[src/rtl/hdt_pkg.sv]
`default_nettype none

package hdt_pkg;

    // Transaction kinds carried in the low bits of s_axis_tuser.
    typedef logic [1:0] kind_t;
    localparam kind_t KIND_TICK  = 2'd0;
    localparam kind_t KIND_READ  = 2'd1;
    localparam kind_t KIND_WRITE = 2'd2;

    // Register selector codes.
    typedef logic [1:0] reg_sel_t;
    localparam reg_sel_t REG_DIV  = 2'd0;
    localparam reg_sel_t REG_TIMA = 2'd1;
    localparam reg_sel_t REG_TMA  = 2'd2;
    localparam reg_sel_t REG_TAC  = 2'd3;

    localparam int unsigned TAC_ENABLE_BIT = 2;
    localparam int unsigned REM_W = 11;
    localparam int unsigned ACC_W = 12;

    typedef logic [REM_W-1:0] period_t;

    // Counter period in machine cycles for each rate select code.
    function automatic period_t rate_period(input logic [1:0] rate);
        period_t p;
        unique case (rate)
            2'd0: p = period_t'(1024);
            2'd1: p = period_t'(16);
            2'd2: p = period_t'(64);
            2'd3: p = period_t'(256);
        endcase
        return p;
    endfunction

endpackage

`default_nettype wire

[src/rtl/handheld_console_divider_timer.sv]
`default_nettype none

// Result timing: a read, write, undefined or counter-disabled tick transaction gives its result in
// the cycle after acceptance; an enabled tick first runs the counter loop, one step per elapsed
// period, and gives its result once the loop ends and the result register is free.
// Throughput: one transaction at a time; the counter loop retires one counter step per cycle
// through a single 12-bit subtract-and-compare unit, which sets the tick duration.
// Reset: aresetn (synchronous, active low) clears all timer registers and the result valid flag.
module handheld_console_divider_timer (
    input  wire logic        aclk,
    input  wire logic        aresetn,
    input  wire logic        s_axis_tvalid,
    output logic             s_axis_tready,
    input  wire logic [15:0] s_axis_tdata,   // [7:0] write_data, [15:8] tick_cycles
    input  wire logic [3:0]  s_axis_tuser,   // [1:0] kind, [3:2] reg_select
    output logic             m_axis_tvalid,
    input  wire logic        m_axis_tready,
    output logic [7:0]       m_axis_tdata,   // [7:0] read_data
    output logic             m_axis_tuser    // [0] timer_irq
);
    import hdt_pkg::*;

    // Sequencer states.
    localparam logic [0:0] ST_IDLE = 1'b0;
    localparam logic [0:0] ST_RUN  = 1'b1;

    // Unpack the incoming transaction.
    kind_t      in_kind;
    reg_sel_t   in_sel;
    logic [7:0] in_wdata;
    logic [7:0] in_cycles;
    assign in_kind   = s_axis_tuser[1:0];
    assign in_sel    = s_axis_tuser[3:2];
    assign in_wdata  = s_axis_tdata[7:0];
    assign in_cycles = s_axis_tdata[15:8];

    // Architectural timer state.
    logic [7:0]       div_reg,     div_next;
    logic [7:0]       div_rem_reg, div_rem_next;
    logic [7:0]       tima_reg,    tima_next;
    logic [REM_W-1:0] cnt_rem_reg, cnt_rem_next;
    logic [7:0]       tma_reg,     tma_next;
    logic [7:0]       tac_reg,     tac_next;

    // Sequencer working state.
    logic [0:0]       state_reg,  state_next;
    logic [ACC_W-1:0] acc_reg,    acc_next;
    period_t          period_reg, period_next;
    logic             irq_reg,    irq_next;

    // Result register, which decouples the result channel from the sequencer.
    logic             out_valid_reg, out_valid_next;
    logic [7:0]       out_data_reg,  out_data_next;
    logic             out_irq_reg,   out_irq_next;

    logic             in_fire;
    logic             out_free;
    logic [8:0]       div_sum;
    logic [ACC_W-1:0] period_ext;
    logic             step_ok;

    // The result register can take a new value when it is empty or being drained.
    assign out_free      = !out_valid_reg || m_axis_tready;
    assign s_axis_tready = (state_reg == ST_IDLE) && out_free;
    assign in_fire       = s_axis_tvalid && s_axis_tready;

    assign div_sum    = {1'b0, div_rem_reg} + {1'b0, in_cycles};
    assign period_ext = ACC_W'(period_reg);
    // The shared unit: one compare of the accumulated cycles against the period.
    assign step_ok    = acc_reg >= period_ext;

    always_comb begin
        div_next       = div_reg;
        div_rem_next   = div_rem_reg;
        tima_next      = tima_reg;
        cnt_rem_next   = cnt_rem_reg;
        tma_next       = tma_reg;
        tac_next       = tac_reg;
        state_next     = state_reg;
        acc_next       = acc_reg;
        period_next    = period_reg;
        irq_next       = irq_reg;
        out_valid_next = out_valid_reg && !m_axis_tready;
        out_data_next  = out_data_reg;
        out_irq_next   = out_irq_reg;

        unique case (state_reg)
            ST_IDLE: begin
                if (in_fire) begin
                    unique case (in_kind)
                        KIND_TICK: begin
                            // The divider can rise at most once per tick, so it is settled at once.
                            div_next     = div_reg + 8'(div_sum[8]);
                            div_rem_next = div_sum[7:0];
                            acc_next     = ACC_W'(cnt_rem_reg) + ACC_W'(in_cycles);
                            period_next  = rate_period(tac_reg[1:0]);
                            irq_next     = 1'b0;
                            if (tac_reg[TAC_ENABLE_BIT]) begin
                                state_next = ST_RUN;
                            end else begin
                                // A disabled counter leaves its remainder untouched.
                                out_valid_next = 1'b1;
                                out_data_next  = 8'h00;
                                out_irq_next   = 1'b0;
                            end
                        end
                        KIND_READ: begin
                            out_valid_next = 1'b1;
                            out_irq_next   = 1'b0;
                            unique case (in_sel)
                                REG_DIV:  out_data_next = div_reg;
                                REG_TIMA: out_data_next = tima_reg;
                                REG_TMA:  out_data_next = tma_reg;
                                REG_TAC:  out_data_next = tac_reg;
                            endcase
                        end
                        KIND_WRITE: begin
                            out_valid_next = 1'b1;
                            out_data_next  = 8'h00;
                            out_irq_next   = 1'b0;
                            unique case (in_sel)
                                REG_DIV:  div_next  = 8'h00;
                                REG_TIMA: tima_next = in_wdata;
                                REG_TMA:  tma_next  = in_wdata;
                                REG_TAC:  tac_next  = in_wdata;
                            endcase
                        end
                        default: begin
                            // An undefined kind changes nothing and returns zeros.
                            out_valid_next = 1'b1;
                            out_data_next  = 8'h00;
                            out_irq_next   = 1'b0;
                        end
                    endcase
                end
            end
            ST_RUN: begin
                if (step_ok) begin
                    acc_next = acc_reg - period_ext;
                    if (tima_reg == 8'hFF) begin
                        tima_next = tma_reg;
                        irq_next  = 1'b1;
                    end else begin
                        tima_next = tima_reg + 8'd1;
                    end
                end else if (out_free) begin
                    cnt_rem_next   = acc_reg[REM_W-1:0];
                    out_valid_next = 1'b1;
                    out_data_next  = 8'h00;
                    out_irq_next   = irq_reg;
                    state_next     = ST_IDLE;
                end
            end
            default: state_next = ST_IDLE;
        endcase
    end

    always_ff @(posedge aclk) begin
        if (!aresetn) begin
            state_reg     <= ST_IDLE;
            out_valid_reg <= 1'b0;
            div_reg       <= '0;
            div_rem_reg   <= '0;
            tima_reg      <= '0;
            cnt_rem_reg   <= '0;
            tma_reg       <= '0;
            tac_reg       <= '0;
            irq_reg       <= 1'b0;
        end else begin
            state_reg     <= state_next;
            out_valid_reg <= out_valid_next;
            div_reg       <= div_next;
            div_rem_reg   <= div_rem_next;
            tima_reg      <= tima_next;
            cnt_rem_reg   <= cnt_rem_next;
            tma_reg       <= tma_next;
            tac_reg       <= tac_next;
            irq_reg       <= irq_next;
        end
    end

    always_ff @(posedge aclk) begin
        acc_reg      <= acc_next;
        period_reg   <= period_next;
        out_data_reg <= out_data_next;
        out_irq_reg  <= out_irq_next;
    end

    assign m_axis_tvalid = out_valid_reg;
    assign m_axis_tdata  = out_data_reg;
    assign m_axis_tuser  = out_irq_reg;

`ifndef SYNTHESIS
    // A read, write or undefined transaction produces its result in the next cycle.
    a_direct_result: assert property (@(posedge aclk) disable iff (!aresetn)
        (in_fire && in_kind != KIND_TICK) |=> (out_valid_reg && state_reg == ST_IDLE))
        else $error("non-tick transaction did not produce a result");

    // An enabled tick always enters the counter loop.
    a_tick_runs: assert property (@(posedge aclk) disable iff (!aresetn)
        (in_fire && in_kind == KIND_TICK && tac_reg[TAC_ENABLE_BIT]) |=> state_reg == ST_RUN)
        else $error("enabled tick skipped the counter loop");

    // Each loop iteration consumes exactly one period.
    a_step_consumes: assert property (@(posedge aclk) disable iff (!aresetn)
        (state_reg == ST_RUN && step_ok) |=> acc_reg == $past(acc_reg) - $past(period_ext))
        else $error("counter loop did not consume one period");

    // An interrupt result never carries read data.
    a_irq_no_data: assert property (@(posedge aclk) disable iff (!aresetn)
        (out_valid_reg && out_irq_reg) |-> out_data_reg == 8'h00)
        else $error("interrupt result carries read data");
`endif

endmodule

`default_nettype wire
[config.mk]
export PLATFORM = sky130hd
export DESIGN_NAME = handheld_console_divider_timer
export DESIGN_NICKNAME = d
export VERILOG_FILES = /design/src/rtl/hdt_pkg.sv /design/src/rtl/handheld_console_divider_timer.sv
export SDC_FILE = /design/constraint.sdc
export NUM_CORES = 1
export LEC_CHECK = 0
export BUFFER_PORTS_ARGS = -buffer_cell sky130_fd_sc_hd__clkbuf_2
export CORE_MARGIN = 2
export CORE_UTILIZATION = 55
export DETAILED_ROUTE_END_ITERATION = 10
export HOLD_SLACK_MARGIN = 0.15
export PLACE_DENSITY_LB_ADDON = 0.1
export SLEW_MARGIN = 20
export SYNTH_ARGS = -nofsm -noshare
export SYNTH_HDL_FRONTEND = slang
export SYNTH_SLANG_ARGS = --single-unit
export TNS_END_PERCENT = 100
[constraint.sdc]
create_clock -name aclk -period 2.5 [get_ports aclk]
set_input_delay 0.125 -clock aclk [delete_from_list [all_inputs] [get_ports aclk]]
set_output_delay 0.125 -clock aclk [all_outputs]
set_load 0.02 [all_outputs]
==> qor_table.md, run 1 <==
| Result | Reported | Unit |
|:---|:---|:---|
| Run status | finished, final reports clean | - |
| Combined buffer and inverter count along the critical path | 2 | - |
| Fraction of the cycle the final worst path needs | 95.6 | % |
| Highest-count cells in the layout ignoring fill and taps | dfxtp_1 (54), clkbuf_2 (34), o21ai_0 (30), nand2_1 (30), nor2_1 (28) | - |
| Total grt overflow | 0 | - |
| Drt total wl | 11000 | um |
| Post-detailed-route DRC marker count | 0 | - |
| Die X | 95.9 | um |
| Final weighted congestion of routability-driven global placement | 0.892 | - |
| Final hold violations | 0 | - |
| Sum of negative setup slack | 0 | ps |
| Number of synthesized flops with an enable pin | 25 | - |
| Max FFs per register | 12 | - |
| Met1 wire length | 5270 | um |
| Highest achievable clock rate | 418 | MHz |
| Inserted Clock Buffers | 9 | - |
| DR vias/cell | 6.03 | - |
| Fraction of final layout cells sized beyond drive strength 1 | 18.4 | % |
| Fin nets | 578 | - |
| Sum of met2 wire segment lengths after detailed routing | 4930 | um |
| Most common cell type on the critical path | buf_4 | - |
| Unrepaired setup endpoints after global routing | false | - |
| Data required, critical path | 2740 | ps |
| Beginning of the worst register-to-register path | acc_reg[8] | - |
| List of cells traversed by the critical path | ha_1 -> or4_4 -> buf_4 -> o32a_1 -> o311ai_4 -> buf_4 -> and2_4 -> o22ai_1 | - |
| Wire length of the first global-routing pass | 18000 | um |
| Maximum number of pins on one net before global-route repair | 33 | - |
| Crit-path leading delay family | simple AND/OR/NAND/NOR gates | - |
| Largest fanout on the critical path | 8 | - |
| Post-detail-place hpwl | 8040 | um |
| Initial antenna violation count | 0 | - |
| Die Y-Extent | 95.9 | um |
| Routed wire length per instance | 17.2 | um |
| MaxCap Viol Count | 0 | - |
| Net count of the mapped netlist | 529 | - |
| Proportion of synthesized flip-flops having asynchronous set or reset | 0 | % |
| Clock transition at path regs | 90 | ps |
| Classification of the worst setup path | reg2reg | - |
| Clock skew | 8.69 | ps |
| Drt first pass iters | 4 | - |
| Core area | 0.00822 | sq mm |
| Leakage power total | 2.21 | nW |
| Slowest stage cell, crit path | or4_4 | - |
| Met3 wire length | 606 | um |
| Slew Viols, Final | 0 | - |
| FF-to-FF End | tima_reg[5] | - |
| Maximum vdd ir drop | 0.000333 | V |
| Portion of the post-synthesis area used by sequential elements | 39.5 | % |
| Iteration-0 DRC Markers | 198 | - |
| Slew Limit Headroom | 62.9 | % |
| Number of distinct standard cells referenced by the synthesized netlist | 63 | - |
| Yosys synthesis warning count | 0 | - |
| Synthesized area per cell | 9.69 | sq um |
| DIE AREA | 0.00919 | sq mm |
| Floorplan row count | 33 | - |
| I/O pin cnt | 35 | - |
| Worst r2r path cells | 8 | - |
| Number of global-route vias before repair | 3591 | - |
| Clk sinks | 79 | - |
| Min-Delay Startpoint | m_axis_tready | - |
| CP endpoint kind | flop | - |
| Time the worst path needs with I/O delays and setup | 2390 | ps |
| Depth of the worst hold-timing path | 3 | - |
| Clock tree from TritonCTS | done | - |
| Overall power after layout | 2.89 | mW |
| Number of synthesized register bits | 79 | - |
| Tot GR Track Use | 25.8 | % |
| Worst hold path class | in2reg | - |
| Via count | 3850 | - |
| Areal power density over the cells | 541 | mW/mm^2 |
| Clock tree root buffer cell | clkbuf_8 | - |
| H-Tree Depth | 3 | - |
| Clock Latency Late Sink | 350 | ps |
| Hold Path Sink | m_axis_tvalid | - |
| Most frequent standard cell in the layout excluding fill and tap cells | dfxtp_1 | - |
| Setup violation total in the final timing report | 0 | - |
| Count of buffers inserted at the top-level ports | 34 | - |
| Growth of design area from synthesis to finish | 15.1 | % |
| Longest individual stage delay on the worst path | 540 | ps |
| Antenna violation net count after detailed routing | 0 | - |
| Number of inserted diodes | 0 | - |
| Cell area after synthesis | 0.00464 | sq mm |
| Max clock buf depth | 2 | - |
| Initial Util | 56.5 | % |
| Actual transition at the worst max-transition pin | 543 | ps |
| Internal reg-to-reg setup slack | 110 | ps |
| Crit path launch type | flop | - |
| Most common flop cell mapped by yosys | dfxtp_1 | - |
| Top Metal Used | met4 | - |
| Post-Synthesis Cells | 479 | - |
| Crit path arrival time | 2630 | ps |
## cells in the mapped netlist (2+ instances only)
library cell | number | share of area [%]
buf_1 | 2 | 0.16
o22ai_1 | 3 | 0.40
o21ai_0 | 31 | 3.3
a211o_1 | 2 | 0.38
nand2b_1 | 7 | 0.94
mux4_2 | 8 | 3.9
a211oi_1 | 5 | 0.81
a31oi_1 | 5 | 0.67
a21boi_1 | 2 | 0.32
and2_1 | 4 | 0.54
a21oi_1 | 18 | 1.9
nand2_1 | 32 | 2.6
or2_2 | 2 | 0.27
o2111ai_1 | 3 | 0.57
a21o_1 | 4 | 0.65
or4_4 | 2 | 0.49
o21bai_1 | 2 | 0.32
edfxtp_1 | 25 | 16
nand3_1 | 24 | 2.6
and4_1 | 3 | 0.57
o211ai_1 | 9 | 1.5
and3_1 | 14 | 1.9
nor3_1 | 8 | 0.86
o31ai_1 | 3 | 0.49
xor2_1 | 12 | 2.3
ha_1 | 24 | 6.5
inv_1 | 16 | 1.3
xnor2_1 | 8 | 1.5
buf_6 | 3 | 0.73
or4b_2 | 2 | 0.43
nand4_1 | 11 | 1.5
clkbuf_1 | 16 | 1.3
a21boi_0 | 15 | 2.4
mux2i_1 | 21 | 4.5
dfxtp_1 | 54 | 23
nor2_1 | 28 | 2.3
nor2b_1 | 24 | 3.2
fa_1 | 2 | 0.86
## how the worst max path moves through the flow
stage,from,endpoint,cells after the start
after detailed placement,acc_reg[8],acc_reg[9],4
final,acc_reg[8],tima_reg[5],8
after floorplan,acc_reg[8],m_axis_tdata[0],5
after global placement,acc_reg[8],acc_reg[4],4
after CTS,div_rem_reg[0],div_reg[4],11
after global routing,div_rem_reg[0],div_reg[6],11
## cell families after synthesis
group	synth area share (%)
and+or+nand+nor	20.0
AOI/OAI and AO/OA	16.9
DFF	39.5
buffers and inverters	4.15
muxes	8.41
adders and majority gates	7.33
xor gates and xnor gates	3.77
## stage by stage
stage / instances / util [%] / hold WS [ps] / worst slack (ps) / instance area (sq um)
CTS: 638 / 64.9 / 190 / 2.16 / 5330
finish: 638 / 65.1 / 192 / 109 / 5350
detailed placement: 614 / 60.5 / 425 / -19.8 / 4970
global route: 638 / 65.1 / 217 / 8.29 / 5350
global placement: 614 / 60.5 / 414 / 61.8 / 4970
floorplan: 479 / - / 291 / 83.7 / 4640
## worst register-to-register path: cells and delay by family (launching register included)
family | cells | cell delay (ps)
AOI/OAI and AO/OA | 3 | 520
adders and majority gates | 1 | 230
buffers and inverters | 2 | 390
DFF | 1 | 400
and+or+nand+nor | 2 | 750
## timing repair
item | CTS | global route
endpoints found under the setup margin | 8 | 12
setup buffers | 0 | 0
hold buffers | 8 | 0
gates cloned | 0 | 0
pin swaps | 0 | 1
resized for setup | 1 | 6
endpoints found under the hold margin | 22 | 0
## power by group
part	total, mW	switching (mW)	leakage, nW	internal, mW
registers	1.36	0.0146	0.676	1.34
clock network	1.27	0.504	0.130	0.768
logic	0.261	0.151	1.40	0.110
## cell type report
cell class                      count  area, sq um
Sequential cell                    79         1830
Clock buffer                        9          124
Fill cell                         696         2870
Multi-Input combinational cell    359         2650
Clock inverter                      7          145
Tap cell                          105          131
Inverter                           16         60.1
Timing Repair Buffer               63          408
## routing by layer
metal / GRT usage (%) / vias to the layer above
li1: - / 1869
met1: 36.9 / 1840
met2: 39.6 / 128
met3: 4.31 / 13
met4: 8.57 / 0
met5: 0 / -
Note: power is estimated with default switching activity, not from simulation.
==> inputs of run 2 (changes only) <==
--- a/config.mk
+++ b/config.mk
@@ -8,6 +8,7 @@
 export BUFFER_PORTS_ARGS = -buffer_cell sky130_fd_sc_hd__clkbuf_2
 export CORE_MARGIN = 2
 export CORE_UTILIZATION = 55
+export CTS_BUF_LIST = sky130_fd_sc_hd__clkbuf_8 sky130_fd_sc_hd__clkbuf_16
 export DETAILED_ROUTE_END_ITERATION = 10
 export HOLD_SLACK_MARGIN = 0.15
 export PLACE_DENSITY_LB_ADDON = 0.1
==> constraint.sdc (replaced) <==
create_clock -name aclk -period 1.96 [get_ports aclk]
set_input_delay 0.098 -clock aclk [delete_from_list [all_inputs] [get_ports aclk]]
set_output_delay 0.098 -clock aclk [all_outputs]
set_load 0.02 [all_outputs]
==> run 2 against run 1 <==
Net effect:
- non-clock buffer count grew 54
- global-route usage grew 1.8 points
- setup slack lost 440 ps
- die area is the same
- the flow now finishes with violations (setup timing)
- largest cell class unchanged
- power grew 22%
- highest routed layer unchanged
==> qor_table.md, run 2 (synthesized netlist as in run 1, its figures left out) <==
| Result | Reported | Unit | Delta |
|:---|:---|:---|:---|
| Relative contribution of sequential cells to total power | 49.1 | % | was 47.0% |
| Final standard cell utilization of the core | 75.5 | % | was 65.1% |
| Initial antenna violation count | 0 | - | unchanged |
| # placed instances | 648 | - | was 614 |
| Leakage power total | 2.56 | nW | was 2.21 nW |
| Highest-count cells in the layout ignoring fill and taps | buf_4 (63), dfxtp_1 (51), clkbuf_2 (34), nand2_1 (29), nor2_1 (27) | - | was dfxtp_1 (54), clkbuf_2 (34), o21ai_0 (30), nand2_1 (30), nor2_1 (28) |
| Die X | 95.9 | um | unchanged |
| Depth of the worst hold-timing path | 2 | - | was 3 |
| Post-detail-place hpwl | 8450 | um | was 8040 um |
| Antenna violation net count after detailed routing | 0 | - | unchanged |
| Fin nets | 634 | - | was 578 |
| Max clock buf depth | 2 | - | unchanged |
| Highest achievable clock rate | 437 | MHz | was 418 MHz |
| Share of total power in the clock network | 38.5 | % | was 44.0% |
| Total grt overflow | 0 | - | unchanged |
| Iteration-0 DRC Markers | 198 | - | unchanged |
| Actual transition at the worst max-transition pin | 594 | ps | was 543 ps |
| Drt first pass iters | 5 | - | was 4 |
| Min-Delay Startpoint | aresetn | - | was m_axis_tready |
| FF-to-FF End | tima_reg[3] | - | was tima_reg[5] |
| Maximum vdd ir drop | 0.000403 | V | was 0.000333 V |
| Most frequent standard cell in the layout excluding fill and tap cells | buf_4 | - | was dfxtp_1 |
| Net load switching power | 898 | uW | was 670 uW |
| I/O pin cnt | 35 | - | unchanged |
| Initial Util | 56.5 | % | unchanged |
| M3 GR Usage | 3.76 | % | was 4.31% |
| Number of inserted diodes | 0 | - | unchanged |
| Maximum number of pins on one net before global-route repair | 23 | - | was 33 |
| Post-route insts no fill | 694 | - | was 638 |
| Hold Path Sink | tac_reg[6] | - | was m_axis_tvalid |
| Growth of design area from synthesis to finish | 33.5 | % | was 15.1% |
| Count of buffers inserted at the top-level ports | 34 | - | unchanged |
| Fraction of the cycle the final worst path needs | 117 | % | was 95.6% |
| Worst hold slack | 172 | ps | was 192 ps |
| Failing checks | setup timing | - |  |
| Crit-path leading delay family | simple AND/OR/NAND/NOR gates | - | unchanged |
| Data required, critical path | 2210 | ps | was 2740 ps |
| Via count | 4199 | - | was 3850 |
| H-Tree Depth | 3 | - | unchanged |
| Internal reg-to-reg setup slack | -330 | ps | was 110 ps |
| Longest individual stage delay on the worst path | 570 | ps | was 540 ps |
| Post-route worst setup slack | -329 | ps | was 109 ps |
| Worst hold path class | in2reg | - | unchanged |
| Unrepaired setup endpoints after global routing | true | - | was false |
| Drt total wl | 12700 | um | was 11000 um |
| Crit path arrival time | 2540 | ps | was 2630 ps |
| CP endpoint kind | flop | - | unchanged |
| Classification of the worst setup path | reg2reg | - | unchanged |
| DR vias/cell | 6.05 | - | was 6.03 |
| Clock tree from TritonCTS | done | - | unchanged |
| Clock skew | 10.9 | ps | was 8.69 ps |
| Combined buffer and inverter count along the critical path | 1 | - | was 2 |
| Switching fraction of total power | 25.4 | % | was 23.2% |
| Combinational group share of total power | 12.4 | % | was 9.0% |
| Largest fanout on the critical path | 8 | - | unchanged |
| Area post-placement | 0.00532 | sq mm | was 0.00497 sq mm |
| Final weighted congestion of routability-driven global placement | 0.892 | - | unchanged |
| Run status | complete, but fails checks | - | was finished, final reports clean |
| Die Y-Extent | 95.9 | um | unchanged |
| List of cells traversed by the critical path | or4_4 -> nor4_4 -> o311ai_4 -> buf_12 -> and2_4 -> a221o_1 | - | was ha_1 -> or4_4 -> buf_4 -> o32a_1 -> o311ai_4 -> buf_4 -> and2_4 -> o22ai_1 |
| Met1 Usage GRT | 39.1 | % | was 36.9% |
| Fraction of final layout cells sized beyond drive strength 1 | 36.2 | % | was 18.4% |
| Time the worst path needs with I/O delays and setup | 2290 | ps | was 2390 ps |
| Beginning of the worst register-to-register path | acc_reg[2] | - | was acc_reg[8] |
| Internal power | 2.63 | mW | was 2.22 mW |
| Inserted Clock Buffers | 9 | - | unchanged |
| Gr busiest metal | met2 | - | unchanged |
| Post-detailed-route DRC marker count | 0 | - | unchanged |
| Clock transition at path regs | 80 | ps | was 90 ps |
| MaxCap Viol Count | 0 | - | unchanged |
| Worst r2r path cells | 6 | - | was 8 |
| Core area | 0.00822 | sq mm | unchanged |
| Areal power density over the cells | 569 | mW/mm^2 | was 541 mW/mm^2 |
| Final hold violations | 0 | - | unchanged |
| Routed wire length per instance | 18.4 | um | was 17.2 um |
| DIE AREA | 0.00919 | sq mm | unchanged |
| Number of global-route vias before repair | 3754 | - | was 3591 |
| Max FFs per register | 12 | - | unchanged |
| Crit path launch type | flop | - | unchanged |
| Clk sinks | 79 | - | unchanged |
| Slew Limit Headroom | 60.3 | % | was 62.9% |
| Clock tree root buffer cell | clkbuf_8 | - | unchanged |
| Slowest stage cell, crit path | or4_4 | - | unchanged |
| Wire length of the first global-routing pass | 19200 | um | was 18000 um |
| Clock Latency Late Sink | 360 | ps | was 350 ps |
| Tot GR Track Use | 27.6 | % | was 25.8% |
| Floorplan row count | 33 | - | unchanged |
| GRT met2 Usage | 44.4 | % | was 39.6% |
| Setup violation total in the final timing report | 48 | - | was 0 |
| Non-Filler Cell Area, Final | 0.00620 | sq mm | was 0.00535 sq mm |
| Slew Viols, Final | 0 | - | unchanged |
| Filler cells | 584 | - | was 696 |
-- run 2: repair_timing --
| action | CTS | global route |
|---|---|---|
| endpoints found under the setup margin | 50 | 54 |
| gates resized for setup | 51 | 50 |
| hold buffers | 9 | 0 |
| hold endpoints to repair | 22 | 0 |
| pin swaps | 31 | 39 |
| setup buffers | 9 | 12 |
| cloned | 2 | 1 |
-- run 2: area by class of cell --
type	instances	area [sq um]	area share [%]
multi-input combinational	361	3080	49.6
clock inverter	7	96.3	1.55
inverter	16	63.8	1.03
timing repair buffer	117	875	14.1
clock buffer	9	124	2.00
tap	105	131	2.12
sequential	79	1840	29.6
-- run 2: how the worst max path moves through the flow --
stage,startpoint,end,slack [ps],depth (start not counted)
3_3_place_gp,acc_reg[10],tima_reg[6],-360,6
2_1_floorplan,acc_reg[10],m_axis_tdata[0],-120,6
4_1_cts,acc_reg[8],tima_reg[3],-320,8
3_5_place_dp,acc_reg[10],tima_reg[6],-410,6
6_report,acc_reg[2],tima_reg[3],-330,6
5_1_grt,acc_reg[2],tima_reg[3],-390,6
-- run 2: per-stage QoR --
stage          power, mW  setup TNS [ps]  worst slack (ps)
3_5_place_dp        2.12          -13170              -409
5_1_grt             3.64          -15290              -391
3_3_place_gp        2.11          -11050              -360
6_report            3.53          -12060              -329
4_1_cts             3.51          -11550              -318
2_1_floorplan       1.99           -1710              -120
-- run 2: power by group through the flow --
stage | Clock [mW] | Combinational (mW) | Sequential, mW
after global routing | 1.43 | 0.473 | 1.74
after global placement | 0 | 0.346 | 1.77
after CTS | 1.38 | 0.402 | 1.73
after detailed placement | 0 | 0.354 | 1.77
final | 1.36 | 0.437 | 1.73
after floorplan | 0 | 0.207 | 1.78
-- run 2: layer usage --
metal / part of all wire, % / wire length, um / vias up
met2: 47 / 5940 / 144
li1: - / - / 2001
met4: 1.5 / 195 / 0
met5: 0 / 0 / -
met1: 46 / 5890 / 2034
met3: 5.6 / 715 / 20
==> inputs of run 3 (changes only) <==
--- a/config.mk
+++ b/config.mk
@@ -5,11 +5,11 @@
 export SDC_FILE = /design/constraint.sdc
 export NUM_CORES = 1
 export LEC_CHECK = 0
-export BUFFER_PORTS_ARGS = -buffer_cell sky130_fd_sc_hd__clkbuf_2
 export CORE_MARGIN = 2
-export CORE_UTILIZATION = 55
-export CTS_BUF_LIST = sky130_fd_sc_hd__clkbuf_8 sky130_fd_sc_hd__clkbuf_16
+export CORE_UTILIZATION = 60
+export CTS_BUF_LIST = sky130_fd_sc_hd__clkbuf_8
 export DETAILED_ROUTE_END_ITERATION = 10
+export DONT_BUFFER_PORTS = 1
 export HOLD_SLACK_MARGIN = 0.15
 export PLACE_DENSITY_LB_ADDON = 0.1
 export SLEW_MARGIN = 20
==> run 3 against run 2 <==
Net effect:
- the flow still finishes with violations (setup timing)
- critical path depth stayed put
- fmax increased by 5.9%
- setup slack better by 130 ps
- non-clock buffer count shrank 37
- register-to-register slack better by 130 ps
- via count decreased by 3.9%
==> qor_table.md, run 3 (synthesized netlist as in run 1, its figures left out) <==
| Result | Reported | Unit | Delta |
|:---|:---|:---|:---|
| Run status | complete, but fails checks | - | unchanged |
| Failing checks | setup timing | - | unchanged |
| Iteration-0 DRC Markers | 390 | - | was 198 |
| Antenna violation net count after detailed routing | 0 | - | unchanged |
| I/O pin cnt | 35 | - | unchanged |
| Crit path arrival time | 2230 | ps | was 2540 ps |
| Total grt overflow | 0 | - | unchanged |
| Longest individual stage delay on the worst path | 550 | ps | was 570 ps |
| Routed wire length per instance | 18.9 | um | was 18.4 um |
| Core area | 0.00761 | sq mm | was 0.00822 sq mm |
| Wire length of the first global-routing pass | 19800 | um | was 19200 um |
| Maximum number of pins on one net before global-route repair | 59 | - | was 23 |
| Final hold violations | 0 | - | unchanged |
| Largest fanout on the critical path | 5 | - | was 8 |
| DIE AREA | 0.00846 | sq mm | was 0.00919 sq mm |
| CP endpoint kind | flop | - | unchanged |
| Tot GR Track Use | 30.1 | % | was 27.6% |
| Count of buffers inserted at the top-level ports | 0 | - | was 34 |
| Slew Viols, Final | 0 | - | unchanged |
| Die Y-Extent | 92.0 | um | was 95.9 um |
| List of cells traversed by the critical path | ha_2 -> or4_4 -> o32a_1 -> o31ai_4 -> a21oi_4 -> nor2_4 | - | was or4_4 -> nor4_4 -> o311ai_4 -> buf_12 -> and2_4 -> a221o_1 |
| Drt first pass iters | 5 | - | unchanged |
| Highest-count cells in the layout ignoring fill and taps | buf_4 (51), dfxtp_1 (50), nand2_1 (28), nor2_1 (27), edfxtp_1 (25) | - | was buf_4 (63), dfxtp_1 (51), clkbuf_2 (34), nand2_1 (29), nor2_1 (27) |
| Initial antenna violation count | 0 | - | unchanged |
| Highest achievable clock rate | 463 | MHz | was 437 MHz |
| H-Tree Depth | 3 | - | unchanged |
| Post-detail-place hpwl | 8240 | um | was 8450 um |
| Leakage power total | 2.36 | nW | was 2.56 nW |
| Worst hold slack | 159 | ps | was 172 ps |
| Max clock buf depth | 2 | - | unchanged |
| Clock Latency Late Sink | 360 | ps | about the same |
| Fin nets | 596 | - | was 634 |
| Via count | 4034 | - | was 4199 |
| Number of inserted diodes | 0 | - | unchanged |
| Filler cells | 495 | - | was 584 |
| Growth of design area from synthesis to finish | 27.6 | % | was 33.5% |
| Fraction of the cycle the final worst path needs | 110 | % | was 117% |
| Clock tree root buffer cell | clkbuf_8 | - | unchanged |
| Number of global-route vias before repair | 3980 | - | was 3754 |
| Post-route worst setup slack | -201 | ps | was -329 ps |
| DR vias/cell | 6.18 | - | was 6.05 |
| Floorplan row count | 32 | - | was 33 |
| Die X | 92.0 | um | was 95.9 um |
| Max FFs per register | 12 | - | unchanged |
| Pre-CTS setup slack | -335 | ps | was -409 ps |
| Data required, critical path | 2030 | ps | was 2210 ps |
| Slowest stage cell, crit path | or4_4 | - | unchanged |
| Area taken by flip-flops and latches | 0.00184 | sq mm | about the same |
| Final weighted congestion of routability-driven global placement | 0.878 | - | was 0.892 |
| Unrepaired setup endpoints after global routing | true | - | unchanged |
| Areal power density over the cells | 567 | mW/mm^2 | was 569 mW/mm^2 |
| Post-detailed-route DRC marker count | 0 | - | unchanged |
| Drt total wl | 12300 | um | was 12700 um |
| MaxCap Viol Count | 0 | - | unchanged |
| Initial Util | 61.0 | % | was 56.5% |
| Fraction of final layout cells sized beyond drive strength 1 | 27.6 | % | was 36.2% |
| Clock tree from TritonCTS | done | - | unchanged |
| Min-Delay Startpoint | s_axis_tuser[3] | - | was aresetn |
| Worst hold path class | in2reg | - | unchanged |
| Slew Limit Headroom | 67.2 | % | was 60.3% |
| Clock transition at path regs | 90 | ps | was 80 ps |
| Inserted Clock Buffers | 9 | - | unchanged |
| Setup violation total in the final timing report | 50 | - | was 48 |
| Clk sinks | 79 | - | unchanged |
| Crit path launch type | flop | - | unchanged |
| Most frequent standard cell in the layout excluding fill and tap cells | buf_4 | - | unchanged |
| Classification of the worst setup path | reg2reg | - | unchanged |
| Beginning of the worst register-to-register path | acc_reg[10] | - | was acc_reg[2] |
| Clock skew | 10.1 | ps | was 10.9 ps |
| Footprint of the multi-input gates | 0.00300 | sq mm | was 0.00308 sq mm |
| Time the worst path needs with I/O delays and setup | 2160 | ps | was 2290 ps |
| Actual transition at the worst max-transition pin | 489 | ps | was 594 ps |
| Launch point of the critical path | acc_reg[10] | - | was acc_reg[2] |
| Maximum vdd ir drop | 0.000413 | V | was 0.000403 V |
==> run 3: per-layer routing <==
layer,wire length [um],global-route usage (%)
met1,5240,41.0
met2,5940,48.0
met3,818,4.35
met4,325,12.8
met5,0,0
==> run 3: power by group <==
part / internal [mW] / switching (mW)
Combinational: 0.184 / 0.191
Sequential: 1.71 / 0.0301
Clock: 0.590 / 0.650
==> run 3: through the flow <==
step	util [%]	instances	area, sq um	TNS, ps	power, mW
floorplan	-	479	4730	-1710	1.99
global placement	67.2	605	5110	-7630	2.03
detailed placement	67.2	605	5110	-11480	2.04
CTS	75.2	647	5720	-6630	3.33
global route	77.9	653	5930	-10050	3.47
finish	77.9	653	5930	-6940	3.36
==> run 3: repair_timing <==
action / CTS / global route
gates cloned: 1 / 0
hold buffers: 21 / 0
resized for setup: 30 / 47
pin swaps: 29 / 23
hold endpoints to repair: 64 / 0
setup endpoints to repair: 51 / 55
setup buffers: 4 / 9
==> run 3: final timing paths <==
| check | endpoint | slack (ps) | depth (start not counted) |
|---|---|---|---|
| setup / recovery | m_axis_tdata[4] | -200 | 6 |
| hold / removal | m_axis_tdata[4] | 160 | 2 |
| setup reg to reg | m_axis_tdata[4] | -200 | 6 |
| hold reg to reg | div_rem_reg[3] | 470 | 2 |
==> run 3: critical path, delay by kind of cell (launching register included) <==
family	cells	cell delay, ps
AOI/OAI and AO/OA	3	530
DFF	1	410
and+or+nand+nor	2	720
adders and majority gates	1	200
==> run 3: layout make-up <==
type,count,share of cell area [%]
Clock inverter,7,1.25
Tap cell,102,2.15
Clock buffer,9,2.09
Inverter,16,1.01
Sequential cell,79,31.0
Multi-Input combinational cell,360,50.6
Timing Repair Buffer,80,11.8
